**config.mk**
```make
export PLATFORM = sky130hd
export DESIGN_NAME = fkmnd_ctrl
export DESIGN_NICKNAME = d
export VERILOG_FILES = /design/src/hw/rtl/fkmnd_pkg.sv /design/src/hw/rtl/fkmnd_ctrl.sv
export SDC_FILE = /design/constraint.sdc
export NUM_CORES = 1
export LEC_CHECK = 0
export BUFFER_PORTS_ARGS = -buffer_cell sky130_fd_sc_hd__buf_2
export CAP_MARGIN = 25
export CELL_PAD_IN_SITES_DETAIL_PLACEMENT = 1
export CELL_PAD_IN_SITES_GLOBAL_PLACEMENT = 2
export CORE_AREA = 8 8 45 47
export CTS_CLUSTER_DIAMETER = 120
export DETAILED_ROUTE_END_ITERATION = 10
export DIE_AREA = 0 0 53 55
export PLACE_DENSITY = 0.5
export SETUP_SLACK_MARGIN = 0.1
export SLEW_MARGIN = 20
export SYNTH_ARGS = -nofsm -noshare
export SYNTH_HDL_FRONTEND = slang
export SYNTH_SLANG_ARGS = --single-unit
```
**constraint.sdc**
```tcl
create_clock -name clk -period 2.7 [get_ports clk]
set_clock_uncertainty 0.2 [all_clocks]
set_input_delay 0.54 -clock clk [delete_from_list [all_inputs] [get_ports clk]]
set_output_delay 0.54 -clock clk [all_outputs]
set_load 0.005 [all_outputs]
```
**src/hw/rtl/fkmnd_pkg.sv**
```systemverilog
// Package for the keypoint match / new-detect block.
// Holds field widths, register indexes and controller-datapath structs.
// Depends on nothing; used by every module of the block.
package fkmnd_pkg;

    localparam int FKMND_MAX_POINTS = 64;
    localparam int COORD_W          = 16;
    localparam int POINT_W          = 3 * COORD_W;
    localparam int TOL_W            = 16;
    localparam int STEP_W           = 17;
    localparam int CFG_IDX_W        = 2;
    localparam int CFG_DATA_W       = 17;

    localparam logic [CFG_IDX_W-1:0] CFG_X_TOL    = 2'd0;
    localparam logic [CFG_IDX_W-1:0] CFG_SIZE_TOL = 2'd1;
    localparam logic [CFG_IDX_W-1:0] CFG_MIN_STEP = 2'd2;
    localparam logic [CFG_IDX_W-1:0] CFG_MAX_STEP = 2'd3;

    localparam logic [TOL_W-1:0]         X_TOL_RESET    = 16'd1600;
    localparam logic [TOL_W-1:0]         SIZE_TOL_RESET = 16'd480;
    localparam logic signed [STEP_W-1:0] MIN_STEP_RESET = 17'sd0;
    localparam logic signed [STEP_W-1:0] MAX_STEP_RESET = 17'sd3200;
    localparam logic signed [STEP_W-1:0] FORWARD_LIMIT  = -17'sd80;

    typedef struct packed {
        logic load;
        logic scan;
        logic finish;
    } fkmnd_cmd_t;

    typedef struct packed {
        logic scan_done;
        logic out_free;
    } fkmnd_status_t;

endpackage

```
**src/hw/rtl/fkmnd_ctrl.sv**
```systemverilog
// Controller state machine of the keypoint match / new-detect block.
// Sequences accept, previous-frame scan and result hand-off.
// Depends on fkmnd_pkg for the command and status structs.
module fkmnd_ctrl (
    input  logic                    clk,
    input  logic                    rst_n,
    input  logic                    in_valid,
    input  logic                    in_kind,
    output logic                    in_ready,
    output fkmnd_pkg::fkmnd_cmd_t    cmd,
    input  fkmnd_pkg::fkmnd_status_t status
);
    import fkmnd_pkg::*;

    typedef enum logic [1:0] {
        ST_IDLE,
        ST_SCAN,
        ST_RESULT
    } state_t;

    state_t state_reg;
    state_t state_next;

    assign in_ready = (state_reg == ST_IDLE);

    always_comb
    begin
        state_next = state_reg;
        cmd        = '0;
        case (state_reg)
            ST_IDLE:
            begin
                if (in_valid)
                begin
                    cmd.load   = 1'b1;
                    state_next = in_kind ? ST_RESULT : ST_SCAN;
                end
            end
            ST_SCAN:
            begin
                cmd.scan = 1'b1;
                if (status.scan_done)
                begin
                    state_next = ST_RESULT;
                end
            end
            ST_RESULT:
            begin
                if (status.out_free)
                begin
                    cmd.finish = 1'b1;
                    state_next = ST_IDLE;
                end
            end
            default:
            begin
                state_next = ST_IDLE;
            end
        endcase
    end

    always_ff @(posedge clk or negedge rst_n)
    begin
        if (!rst_n)
        begin
            state_reg <= ST_IDLE;
        end
        else
        begin
            state_reg <= state_next;
        end
    end

endmodule

```
==> summary.md <==
| Metric | Value |
|---|---|
| Avg Synthesized Cell Area | `9.43 um2` |
| Syn Inst Count | `13` |
| Tot GR Track Use | `4.70%` |
| Syn Nets | `19` |
| Setup bufs post-CTS | `0` |
| Critical path arrival | `1050 ps` |
| Clock root buffer | `clkbuf_4` |
| DR iter-0 viols | `0` |
| Seq cells post-synth | `2` |
| Area share of the largest cell type after synthesis | `40.8%` |
| CTS Buf Count | `3` |
| TNS Setup | `0 ps` |
| N_diodes | `0` |
| Port Buffers | `9` |
| Post-layout minimum cycle time | `1790 ps` |
| Remaining DRCs | `0` |
| Synth unique cells | `10` |
| Starting Density | `8.86%` |
| Seq pwr share | `31.2%` |
| Placement Cell Area | `188 um2` |
| First-pass GRT wire length | `828 um` |
| Finished Cell Area | `220 um2` |
| Largest delay share family, worst path | `flip-flops` |
| WS Path Type | `reg2out` |
| Post-Place Cells | `38` |
| Die height | `55 um` |
| Post-Syn Area | `123 um2` |
| Cell Int Power | `0.130 mW` |
| Seq/Total Area, Yosys | `40.8%` |
| Tot Pwr | `0.192 mW` |
| Commonest non-fill, non-tap cell in the layout | `buf_2` |
| P_sw | `0.0622 mW` |
| Vias in the first global route | `183` |
| Combinational power share | `34.8%` |
| Die ar. | `0.00292 mm2` |
| Max Slew Vio Count | `0` |
| VDD IR max | `0.000158 V` |
| Max reg flops | `2` |
| Area grow syn2layout | `79.6%` |
| Share of layout cells above drive strength 1 | `50.0%` |
| Worst relative slew slack | `87.3%` |
| Non-Filler Instances | `42` |
| Layout Utilization | `15.9%` |
| Synthesis warning total | `0` |
| Latest clock arrival within the worst-skew pair | `220 ps` |
| P per Cell Area | `872 mW/mm2` |
| Final Setup Violations | `0` |
| Critical-path cell list | `nor2_1, and2_1, buf_2` |
| CTS tree | `done` |
| GR Overflow Total | `0` |
| RSZ-0062 raised after global routing | `no` |
| Via density | `3.74` |
| Setup ws final | `910 ps` |
| Fin. Hold Viols | `0` |
| Worst path bufs/invs | `1` |
| Most frequent cells in the layout | `buf_2 (9), a21oi_1 (3), clkbuf_4 (3), dfrtp_1 (2)` |
| CP max-delay cell | `dfrtp_1` |
| Clock slew at reported path FFs | `30 ps` |
| Max incr delay on CP | `420 ps` |
| Place WS | `1010 ps` |
| Core ar. | `0.00138 mm2` |
| Leakage | `0.108 nW` |
| Max Cap Viol | `0` |
| Status | `finished, final reports clean` |
| Tightest Hold Check Type | `reg2reg` |
| Routed Antenna Nets | `0` |
| Critical path data required time | `1960 ps` |
| Clock sink total | `2` |
| Routed wire length | `465 um` |
| IO Count | `10` |
| Synth area leader | `dfrtp_1` |
| Die width | `53 um` |
| Wirelength per Cell | `11.1 um` |
| Via count | `157` |
| Pin count of the biggest net entering global routing | `9` |
| # rows | `14` |
| CP Launch Type | `register` |
| CTS max path bufs | `2` |
| Switching share of power | `32.4%` |
| F_max | `559 MHz` |
| Critical path peak fanout | `6` |
| Synth area leaders | `dfrtp_1 (41%), a21oi_1 (12%), and3b_2 (8.2%)` |
| Final #Nets | `34` |
| Final period utilization | `66.3%` |
| H-tree levels | `1` |
| Crit. End Element | `primary output` |
| Clock power frac | `34.0%` |
| First-pass DRT Iterations | `1` |
| Filler Cell Count | `163` |
| Final hold slack | `330 ps` |
| Slew @ Worst Pin | `190 ps` |
| RePlAce Congestion | `0.592` |
| Antenna violations before repair | `0` |
synth_stat cells:
master,instances
and3b_2,1
dfrtp_1,2
nand3b_1,1
or3b_1,1
nor2_1,1
nor2b_1,1
and2_1,1
o21a_1,1
a21oi_1,3
or2b_1,1
power by group through the flow:
stage | combinational (mW) | sequential (mW) | clock, mW
floorplan | 0.0371 | 0.0546 | 0
global placement | 0.0652 | 0.0578 | 0
detailed placement | 0.0683 | 0.0594 | 0
CTS | 0.0698 | 0.0598 | 0.0699
global route | 0.0758 | 0.0636 | 0.0798
finish | 0.0669 | 0.0598 | 0.0653
cell type report:
cell class	count	area (um2)	share of cell area, %
multi-input cells	11	72.6	33.0
repair buffers	10	55.1	25.0
flip-flops and latches	2	50.0	22.7
clock buffers	3	22.5	10.2
well taps	16	20.0	9.09
metal layers:
metal	wire, um	global-route usage (%)	vias up
met2	147	4.30	10
met3	104	6.15	2
met1	203	3.95	71
met5	0	0	-
li1	-	-	74
met4	10	6.47	0
timing repair:
item / CTS / global route
resized for setup: 0 / 0
hold buffers: 1 / 0
endpoints found under the setup margin: 0 / 0
endpoints found under the hold margin: 2 / 0
final timing paths:
kind | start | to | slack (ps) | depth (start not counted)
setup / recovery | state_reg[1]$_DFFE_PN0P_ | cmd[2] | 910 | 3
hold / removal | state_reg[1]$_DFFE_PN0P_ | state_reg[0]$_DFFE_PN0P_ | 330 | 1
setup reg to reg | state_reg[0]$_DFFE_PN0P_ | state_reg[0]$_DFFE_PN0P_ | 1460 | 2
hold reg to reg | state_reg[1]$_DFFE_PN0P_ | state_reg[0]$_DFFE_PN0P_ | 330 | 1
max in group asynchronous | rst_n | state_reg[1]$_DFFE_PN0P_ | 1770 | 2
min in group asynchronous | rst_n | state_reg[0]$_DFFE_PN0P_ | 440 | 2
cells by family (layout without fill, tap and decap cells):
logic type      after synthesis  in the layout  share of synthesized area, %
simple gates                  7              7                          40.8
compound gates                4              4                          18.4
flops                         2              2                          40.8
buf+inv                       0             13                             0
Power figures use the tool's default switching activity.
